$ cat src/key_press_state_tracker_assert.svh
// ----------------------------------------------------------------------------
// Key press state tracker assertion macros
// Concurrent assertion wrappers clocked on aclk; they compile to nothing
// when SYNTHESIS is defined.
// ----------------------------------------------------------------------------
`ifndef KEY_PRESS_STATE_TRACKER_ASSERT_SVH
`define KEY_PRESS_STATE_TRACKER_ASSERT_SVH

`ifndef SYNTHESIS
`define KPST_ASSERT(lbl, prop, msg) \
    lbl: assert property (@(posedge aclk) disable iff (!aresetn) prop) else $error(msg);
`define KPST_ASSERT_ALWAYS(lbl, prop, msg) \
    lbl: assert property (@(posedge aclk) prop) else $error(msg);
`else
`define KPST_ASSERT(lbl, prop, msg)
`define KPST_ASSERT_ALWAYS(lbl, prop, msg)
`endif

`endif

$ cat src/kpst_pkg.sv
// ----------------------------------------------------------------------------
// Key press state tracker package
// Shared widths, default sizes, operation codes and key state codes.
// ----------------------------------------------------------------------------
`default_nettype none

package kpst_pkg;

    localparam int KPST_PENDING_DEPTH = 16;
    localparam int KPST_KEY_COUNT     = 256;

    localparam int FUNC_W      = 3;
    localparam int KEY_W       = 8;
    localparam int KS_W        = 3;
    localparam int KEY_LIMIT_W = 11;

    typedef enum logic [FUNC_W-1:0] {
        FUNC_PRESS   = 3'd0,
        FUNC_RELEASE = 3'd1,
        FUNC_TICK    = 3'd2,
        FUNC_QUERY   = 3'd3,
        FUNC_CLEAR   = 3'd4
    } func_t;

    localparam logic [KS_W-1:0] KS_NONE = 3'd0;
    localparam logic [KS_W-1:0] KS_ONCE = 3'd1;
    localparam logic [KS_W-1:0] KS_HOLD = 3'd2;
    localparam logic [KS_W-1:0] KS_LIFT = 3'd3;
    localparam logic [KS_W-1:0] KS_SNAP = 3'd4;
    localparam logic [KS_W-1:0] KS_FLAP = 3'd5;

endpackage

`default_nettype wire

$ cat src/key_press_state_tracker.sv
// ----------------------------------------------------------------------------
// Key press state tracker
// Keeps a six-state press machine for each key in a synchronous memory and
// a list of keys changed since the last frame tick in a second memory.
//
//   Channel  Direction  Payload
//   s_       in         tuser: func[2:0]; tdata: key_code[7:0]
//   m_       out        tdata: key_state[2:0], zero padded to 8 bits
//
// Press, release and query first read the key memory, then modify, write back
// and load the output register.
// A frame tick reads each pending entry, then its key, and writes the settled
// state back; clear all empties the pending list and sweeps the key memory.
// After reset the same sweep runs before any word is accepted. A stalled output
// holds one word in the output register and the next in a result register, and
// the input side then waits with s_tready low.
// ----------------------------------------------------------------------------
`default_nettype none

module key_press_state_tracker
    import kpst_pkg::*;
#(
    parameter int PENDING_DEPTH = KPST_PENDING_DEPTH,
    parameter int KEY_COUNT     = KPST_KEY_COUNT
) (
    input  wire logic              aclk,
    input  wire logic              aresetn,
    input  wire logic              s_tvalid,
    output logic                   s_tready,
    input  wire logic [7:0]        s_tdata,   // key_code[7:0]
    input  wire logic [FUNC_W-1:0] s_tuser,   // func[2:0]
    output logic                   m_tvalid,
    input  wire logic              m_tready,
    output logic [7:0]             m_tdata    // key_state[2:0], zeros above
);

    localparam int KAW = (KEY_COUNT > 1) ? $clog2(KEY_COUNT) : 1;
    localparam int PAW = (PENDING_DEPTH > 1) ? $clog2(PENDING_DEPTH) : 1;
    localparam int CW  = $clog2(PENDING_DEPTH + 1);
    localparam logic [KEY_LIMIT_W-1:0] KEY_LIMIT = KEY_LIMIT_W'(KEY_COUNT);
    localparam logic [KAW-1:0]         KEY_LAST  = KAW'(KEY_COUNT - 1);
    localparam logic [CW-1:0]          PEND_FULL = CW'(PENDING_DEPTH);

    typedef enum logic [2:0] {
        S_IDLE,
        S_CLEAR,
        S_LOOKUP,
        S_TICK_KEY,
        S_TICK_SET,
        S_OUT
    } state_t;

    state_t            state_reg;
    func_t             func_reg;
    logic [KEY_W-1:0]  key_reg;
    logic [KEY_W-1:0]  tkey_reg;
    logic [CW-1:0]     idx_reg;
    logic [CW-1:0]     count_reg;
    logic [KAW-1:0]    clr_addr_reg;
    logic              clr_out_reg;
    logic [KS_W-1:0]   res_reg;
    logic              m_tvalid_reg;
    logic [KS_W-1:0]   m_tdata_reg;

    logic [KS_W-1:0]   key_mem [KEY_COUNT];
    logic [KS_W-1:0]   key_rdata_reg;
    logic [KEY_W-1:0]  pend_mem [PENDING_DEPTH];
    logic [KEY_W-1:0]  pend_rdata_reg;

    logic              key_re;
    logic [KAW-1:0]    key_raddr;
    logic              key_we;
    logic [KAW-1:0]    key_waddr;
    logic [KS_W-1:0]   key_wdata;
    logic              pend_re;
    logic [PAW-1:0]    pend_raddr;
    logic              pend_we;

    logic              accept;
    func_t             in_func;
    logic              in_range;
    logic              out_free;
    logic              out_load;
    logic [KS_W-1:0]   edit_state;
    logic              edit_changed;
    logic [KS_W-1:0]   query_state;
    logic [KS_W-1:0]   settled_state;
    logic [CW-1:0]     idx_inc;

    function automatic logic [KS_W-1:0] press_next(input logic [KS_W-1:0] s);
        logic [KS_W-1:0] n;
        n = s;
        if (s == KS_NONE) begin
            n = KS_ONCE;
        end else if (s == KS_LIFT || s == KS_SNAP) begin
            n = KS_FLAP;
        end
        return n;
    endfunction

    function automatic logic [KS_W-1:0] release_next(input logic [KS_W-1:0] s);
        logic [KS_W-1:0] n;
        n = s;
        if (s == KS_HOLD) begin
            n = KS_LIFT;
        end else if (s == KS_ONCE || s == KS_FLAP) begin
            n = KS_SNAP;
        end
        return n;
    endfunction

    function automatic logic [KS_W-1:0] settle(input logic [KS_W-1:0] s);
        logic [KS_W-1:0] n;
        n = s;
        if (s == KS_ONCE || s == KS_FLAP) begin
            n = KS_HOLD;
        end else if (s == KS_LIFT || s == KS_SNAP) begin
            n = KS_NONE;
        end
        return n;
    endfunction

    assign s_tready = (state_reg == S_IDLE);
    assign accept   = s_tvalid && s_tready;
    assign in_func  = func_t'(s_tuser);
    assign in_range = {{(KEY_LIMIT_W - KEY_W){1'b0}}, s_tdata} < KEY_LIMIT;
    assign out_free = !m_tvalid_reg || m_tready;
    assign out_load = (state_reg == S_LOOKUP || state_reg == S_OUT) && out_free;
    assign m_tvalid = m_tvalid_reg;
    assign m_tdata  = {{(8 - KS_W){1'b0}}, m_tdata_reg};
    assign idx_inc  = CW'(idx_reg + 1'b1);

    always_comb begin
        edit_state = (func_reg == FUNC_PRESS) ? press_next(key_rdata_reg)
                                              : release_next(key_rdata_reg);
        edit_changed = (func_reg == FUNC_PRESS || func_reg == FUNC_RELEASE) &&
                       (edit_state != key_rdata_reg);
        if (func_reg != FUNC_QUERY || key_reg == '0) begin
            query_state = KS_NONE;
        end else if (key_rdata_reg == KS_FLAP) begin
            query_state = KS_SNAP;
        end else begin
            query_state = key_rdata_reg;
        end
        settled_state = settle(key_rdata_reg);
    end

    always_comb begin
        key_re     = 1'b0;
        key_raddr  = KAW'(s_tdata);
        key_we     = 1'b0;
        key_waddr  = KAW'(key_reg);
        key_wdata  = edit_state;
        pend_re    = 1'b0;
        pend_raddr = '0;
        pend_we    = 1'b0;
        unique case (state_reg)
            S_IDLE: begin
                if (accept && in_range && (in_func == FUNC_PRESS ||
                    in_func == FUNC_RELEASE || in_func == FUNC_QUERY)) begin
                    key_re = 1'b1;
                end
                if (accept && in_func == FUNC_TICK && count_reg != '0) begin
                    pend_re = 1'b1;
                end
            end
            S_CLEAR: begin
                key_we    = 1'b1;
                key_waddr = clr_addr_reg;
                key_wdata = KS_NONE;
            end
            S_LOOKUP: begin
                key_we  = edit_changed;
                pend_we = edit_changed && (count_reg < PEND_FULL);
            end
            S_TICK_KEY: begin
                key_re    = 1'b1;
                key_raddr = KAW'(pend_rdata_reg);
            end
            S_TICK_SET: begin
                key_we     = (settled_state != key_rdata_reg);
                key_waddr  = KAW'(tkey_reg);
                key_wdata  = settled_state;
                pend_re    = (idx_inc != count_reg);
                pend_raddr = idx_inc[PAW-1:0];
            end
            S_OUT: begin
            end
            default: begin
            end
        endcase
    end

    always_ff @(posedge aclk) begin
        if (key_we) begin
            key_mem[key_waddr] <= key_wdata;
        end
        if (key_re) begin
            key_rdata_reg <= key_mem[key_raddr];
        end
    end

    always_ff @(posedge aclk) begin
        if (pend_we) begin
            pend_mem[count_reg[PAW-1:0]] <= key_reg;
        end
        if (pend_re) begin
            pend_rdata_reg <= pend_mem[pend_raddr];
        end
    end

    always_ff @(posedge aclk) begin
        if (!aresetn) begin
            state_reg    <= S_CLEAR;
            clr_addr_reg <= '0;
            clr_out_reg  <= 1'b0;
            count_reg    <= '0;
            idx_reg      <= '0;
            m_tvalid_reg <= 1'b0;
        end else begin
            if (out_load) begin
                m_tvalid_reg <= 1'b1;
            end else if (m_tready) begin
                m_tvalid_reg <= 1'b0;
            end
            unique case (state_reg)
                S_IDLE: begin
                    if (accept) begin
                        func_reg <= in_func;
                        key_reg  <= s_tdata;
                        res_reg  <= KS_NONE;
                        unique case (in_func) inside
                            FUNC_PRESS, FUNC_RELEASE, FUNC_QUERY: begin
                                state_reg <= in_range ? S_LOOKUP : S_OUT;
                            end
                            FUNC_TICK: begin
                                idx_reg   <= '0;
                                state_reg <= (count_reg == '0) ? S_OUT : S_TICK_KEY;
                            end
                            FUNC_CLEAR: begin
                                count_reg    <= '0;
                                clr_addr_reg <= '0;
                                clr_out_reg  <= 1'b1;
                                state_reg    <= S_CLEAR;
                            end
                            default: begin
                                state_reg <= S_OUT;
                            end
                        endcase
                    end
                end
                S_CLEAR: begin
                    if (clr_addr_reg == KEY_LAST) begin
                        clr_out_reg <= 1'b0;
                        res_reg     <= KS_NONE;
                        state_reg   <= clr_out_reg ? S_OUT : S_IDLE;
                    end else begin
                        clr_addr_reg <= clr_addr_reg + 1'b1;
                    end
                end
                S_LOOKUP: begin
                    if (pend_we) begin
                        count_reg <= CW'(count_reg + 1'b1);
                    end
                    if (out_free) begin
                        m_tdata_reg  <= query_state;
                        state_reg    <= S_IDLE;
                    end else begin
                        res_reg   <= query_state;
                        state_reg <= S_OUT;
                    end
                end
                S_TICK_KEY: begin
                    tkey_reg  <= pend_rdata_reg;
                    state_reg <= S_TICK_SET;
                end
                S_TICK_SET: begin
                    if (idx_inc == count_reg) begin
                        count_reg <= '0;
                        res_reg   <= KS_NONE;
                        state_reg <= S_OUT;
                    end else begin
                        idx_reg   <= idx_inc;
                        state_reg <= S_TICK_KEY;
                    end
                end
                S_OUT: begin
                    if (out_free) begin
                        m_tdata_reg  <= res_reg;
                        state_reg    <= S_IDLE;
                    end
                end
                default: begin
                    state_reg <= S_IDLE;
                end
            endcase
        end
    end

`include "key_press_state_tracker_assert.svh"

    `KPST_ASSERT(a_count_bound, count_reg <= PEND_FULL, "pending count above depth")
    `KPST_ASSERT(a_wdata_code, key_we |-> key_wdata <= KS_FLAP, "bad key state written")
    `KPST_ASSERT(a_tick_idx, state_reg == S_TICK_KEY |-> idx_reg < count_reg, "tick index past list")
    `KPST_ASSERT(a_no_rw_clash, key_re && key_we |-> state_reg == S_IDLE, "key memory access clash")
    `KPST_ASSERT_ALWAYS(a_clear_blocks, state_reg == S_CLEAR |-> !s_tready, "word taken in sweep")

endmodule

`default_nettype wire
$ cat config.mk
export PLATFORM = sky130hd
export DESIGN_NAME = key_press_state_tracker
export DESIGN_NICKNAME = d
export VERILOG_FILES = /design/src/kpst_pkg.sv /design/src/key_press_state_tracker.sv
export VERILOG_INCLUDE_DIRS = /design/src /design/src/src
export SDC_FILE = /design/constraint.sdc
export NUM_CORES = 1
export LEC_CHECK = 0
export BUFFER_PORTS_ARGS = -buffer_cell sky130_fd_sc_hd__buf_2
export CAP_MARGIN = 20
export CORE_MARGIN = 3
export CORE_UTILIZATION = 40
export CTS_CLUSTER_SIZE = 16
export DETAILED_ROUTE_END_ITERATION = 16
export PLACE_DENSITY_LB_ADDON = 0.05
export SYNTH_ARGS = -nofsm -noshare
export SYNTH_HDL_FRONTEND = slang
export SYNTH_SLANG_ARGS = --single-unit
$ cat constraint.sdc
create_clock -name aclk -period 18 [get_ports aclk]
set_input_delay 2.7 -clock aclk [delete_from_list [all_inputs] [get_ports aclk]]
set_output_delay 2.7 -clock aclk [all_outputs]
set_load 0.005 [all_outputs]
==> flow_metrics.tcl <==
set metrics [dict create \
    min_path_cells 2 \
    grt.met3_usage 0.0353 \
    dp_hpwl_um 70000 \
    ys_types 65 \
    antenna_left 0 \
    cpLargestDelayFamily "buffers and inverters" \
    crit_top_cell "buf_4" \
    criticalPathCategory "in2reg" \
    grt.busiest_layer "met2" \
    p_sw_frac 0.214 \
    clkTransAtPathRegs_ps 60 \
    ios 25 \
    start_kind "input pin" \
    synth.largest_area_cell "edfxtp_1" \
    first_pass_iters 6 \
    drive_gt1_frac 0.0887 \
    synthTopCellsByArea "edfxtp_1, nand2_1, mux2i_1, nor2_1, nand3_1" \
    hold_path_class "reg2reg" \
    maxCapViolations 0 \
    maxSlewHeadroom 0.169 \
    r2r_end "key_rdata_reg[1]" \
    grt_pass1_wl_um 172000 \
    nNetsFinal 3022 \
    rrSetupSlack_ps 11990 \
    n_antenna_cell 0 \
    min_period_ps 6700 \
    io_buffer_count 19 \
    yosysSeqAreaShare 0.716 \
    max_freq_ghz 0.149 \
    synth_area_um2 39700 \
    synth_ff_type "edfxtp_1" \
    worstMarginPinSlew_ps 1250 \
    grt_max_degree 233 \
    synth.area.mux_share 0.0488 \
    numCtsBuffers 104 \
    first_global_vias 24707 \
    grtUsageTotal 0.227 \
    area_delta_synth_final_pct 11.6 \
    die_h_um 321 \
    vias_per_cell 5.73 \
    skew_ps 20.1 \
    synth_top_family_by_area "simple AND/OR/NAND/NOR gates" \
    synth.most_common_cell "edfxtp_1" \
    crit_chain "buf_2 -> a21oi_4 -> buf_4 -> buf_4 -> buf_4 -> mux2i_1 -> a221oi_1 -> a21oi_1 -> a21oi_1 -> nor4b_1 -> nor4_1" \
    regMostFlops "key_mem" \
    hold_viol 0 \
    num_vias 24994 \
    ys_seq_elements 955 \
    pre_cts_ws_ps 10700 \
    clock_path_buffers 3 \
    setup-tns-final_ps 0 \
    synthAdderAreaFrac 0.00189 \
    p_leak_nw 14.4 \
    die_area_um2 103000 \
    rows 114 \
    r2r-start "state_reg[0]" \
    ir_drop_uv 91.9 \
    hold_end "clr_addr_reg[5]" \
    synth.avg_cell_area_um2 13.1 \
    hold_buffers 0 \
    finalWirelength_um 118000 \
    required_ps 18400 \
    power_density_nw_per_um2 106 \
    end_kind "flop" \
    grt_overflow 0 \
    power.clock.fraction 0.451 \
    maxSlewViolCount 0 \
    use_met2 0.358 \
    start_util 0.407 \
    largest_register_ffs 768 \
    coreArea_um2 97600 \
    synth_cells 3026 \
    cpPeakStageDelay_ps 810 \
    critPathBufInv 4 \
    p_int_mw 3.71 \
    antenna_found_initial 4 \
    outcome "finished clean" \
    tritoncts "yes" \
    htree_num_levels 3 \
    synth-xor-area-share 0.00375 \
    synth-simple-area-share 0.132 \
    wl_per_cell_um 27.0 \
    cts_setup_buffers 0 \
    reg2reg_depth 11 \
    place.gp.congestion 0.818 \
    yosys_warnings 0 \
    p_total_mw 4.72 \
    crit_slowest_cell "buf_4" \
    path_max_fanout 68 \
    route.detailed.drc 0 \
    use_met1 0.332 \
    cts-root-buf "clkbuf_16" \
    dieWidth_um 321 \
    finalSetupViolCount 0 \
    ys_async_sr_fraction 0 \
    critPathArrivalTime_ps 7090 \
    hp-start "clr_addr_reg[5]" \
    post_cts_resized 0 \
    synth_common_cells "edfxtp_1, nand2_1, nor2_1, nand3_1, mux2i_1" \
    synth-edff-count 932 \
    seqPwrFrac 0.510 \
    rsz0062_at_grt "no" \
    fin_crit_sh 0.372 \
    cts.sinks 955 \
    setup_slack_ps 11300 \
    yosys.area.top_type_share 0.704 \
    switchingPower_mw 1.01 \
    drt-initial-drc-count 2398 \
    synth-compound-area-share 0.0699 \
    insertion_delay_ps 670 \
    comb_power_share 0.040 \
]
## worst max path at each step
stage | start | endpoint | slack (ps) | cells after the start
global placement | s_tdata[0] | key_rdata_reg[1] | 10670 | 10
CTS | s_tdata[0] | key_rdata_reg[1] | 11420 | 10
finish | s_tdata[0] | key_rdata_reg[1] | 11300 | 11
detailed placement | s_tdata[0] | key_rdata_reg[1] | 10700 | 10
floorplan | state_reg[0] | key_mem[0][2] | 4600 | 7
global route | s_tdata[0] | key_rdata_reg[1] | 11100 | 11
## cell type report
cell class | count | area [µm²]
Clock buffer | 128 | 2800
Clock inverter | 66 | 597
Fill cell | 8805 | 53200
Inverter | 27 | 101
Multi-Input combinational cell | 1845 | 10400
Sequential cell | 955 | 28400
Tap cell | 1276 | 1600
Timing Repair Buffer | 68 | 470
## through the flow
step           utilization  hold slack (ps)  instances  area, µm²
3_5_place_dp         0.420              502       4170      41000
5_1_grt              0.455              545       4365      44400
6_report             0.455              521       4365      44400
2_1_floorplan            -              443       3030      39800
4_1_cts              0.455              518       4364      44400
3_3_place_gp         0.420              500       4168      41000
## cell families (layout without fill, tap and decap cells)
family | after synthesis | count (layout)
mux | 177 | 177
other cells | 1 | 5
compound gates | 417 | 417
fa+ha+maj | 6 | 6
xor+xnor | 17 | 17
flops | 955 | 955
buf+inv | 230 | 289
simple gates | 1223 | 1223
## power groups by stage
stage,clock [mW],combinational [mW],sequential (mW)
finish,2.13,0.188,2.41
global route,2.26,0.201,2.41
CTS,2.17,0.188,2.41
detailed placement,0,0.187,2.45
global placement,0,0.186,2.45
floorplan,0,0.115,2.45
## cells in the final DEF (no fill, tap or decap), types with 9 or more instances in the layout
master / count
nand3b_1: 11
nand3_1: 181
inv_1: 27
o2111ai_1: 15
edfxtp_1: 932
mux2i_1: 159
nor4_1: 16
a211oi_1: 47
nor2_1: 317
nand2b_1: 14
mux4_2: 13
nor3_1: 29
a221oi_1: 9
clkinv_2: 30
nand2_1: 552
nand2_2: 15
clkinv_1: 20
a21oi_1: 117
clkbuf_16: 109
clkbuf_1: 19
nor2b_1: 18
buf_4: 45
o211ai_1: 21
o22ai_1: 21
buf_2: 21
a22oi_1: 30
dfxtp_1: 23
o21ai_0: 35
a32oi_1: 18
bufinv_16: 11
a31oi_1: 48
nand4_1: 36
## layer usage
metal	vias up	routed length [µm]
met5	-	7
met4	2	2760
met3	166	7250
met2	898	54400
met1	12704	53500
li1	11224	-
## worst reg2reg max path, stage by stage, from the launching register on
cell      delay, ps
dfxtp_1         730
nand3b_4        670
a21oi_4         790
buf_4           820
buf_4           870
buf_4           680
mux2i_1         310
a221oi_1        110
a21oi_1         200
a21oi_1         150
nor4b_1         320
nor4_1           80
Power figures use the tool's default switching activity.
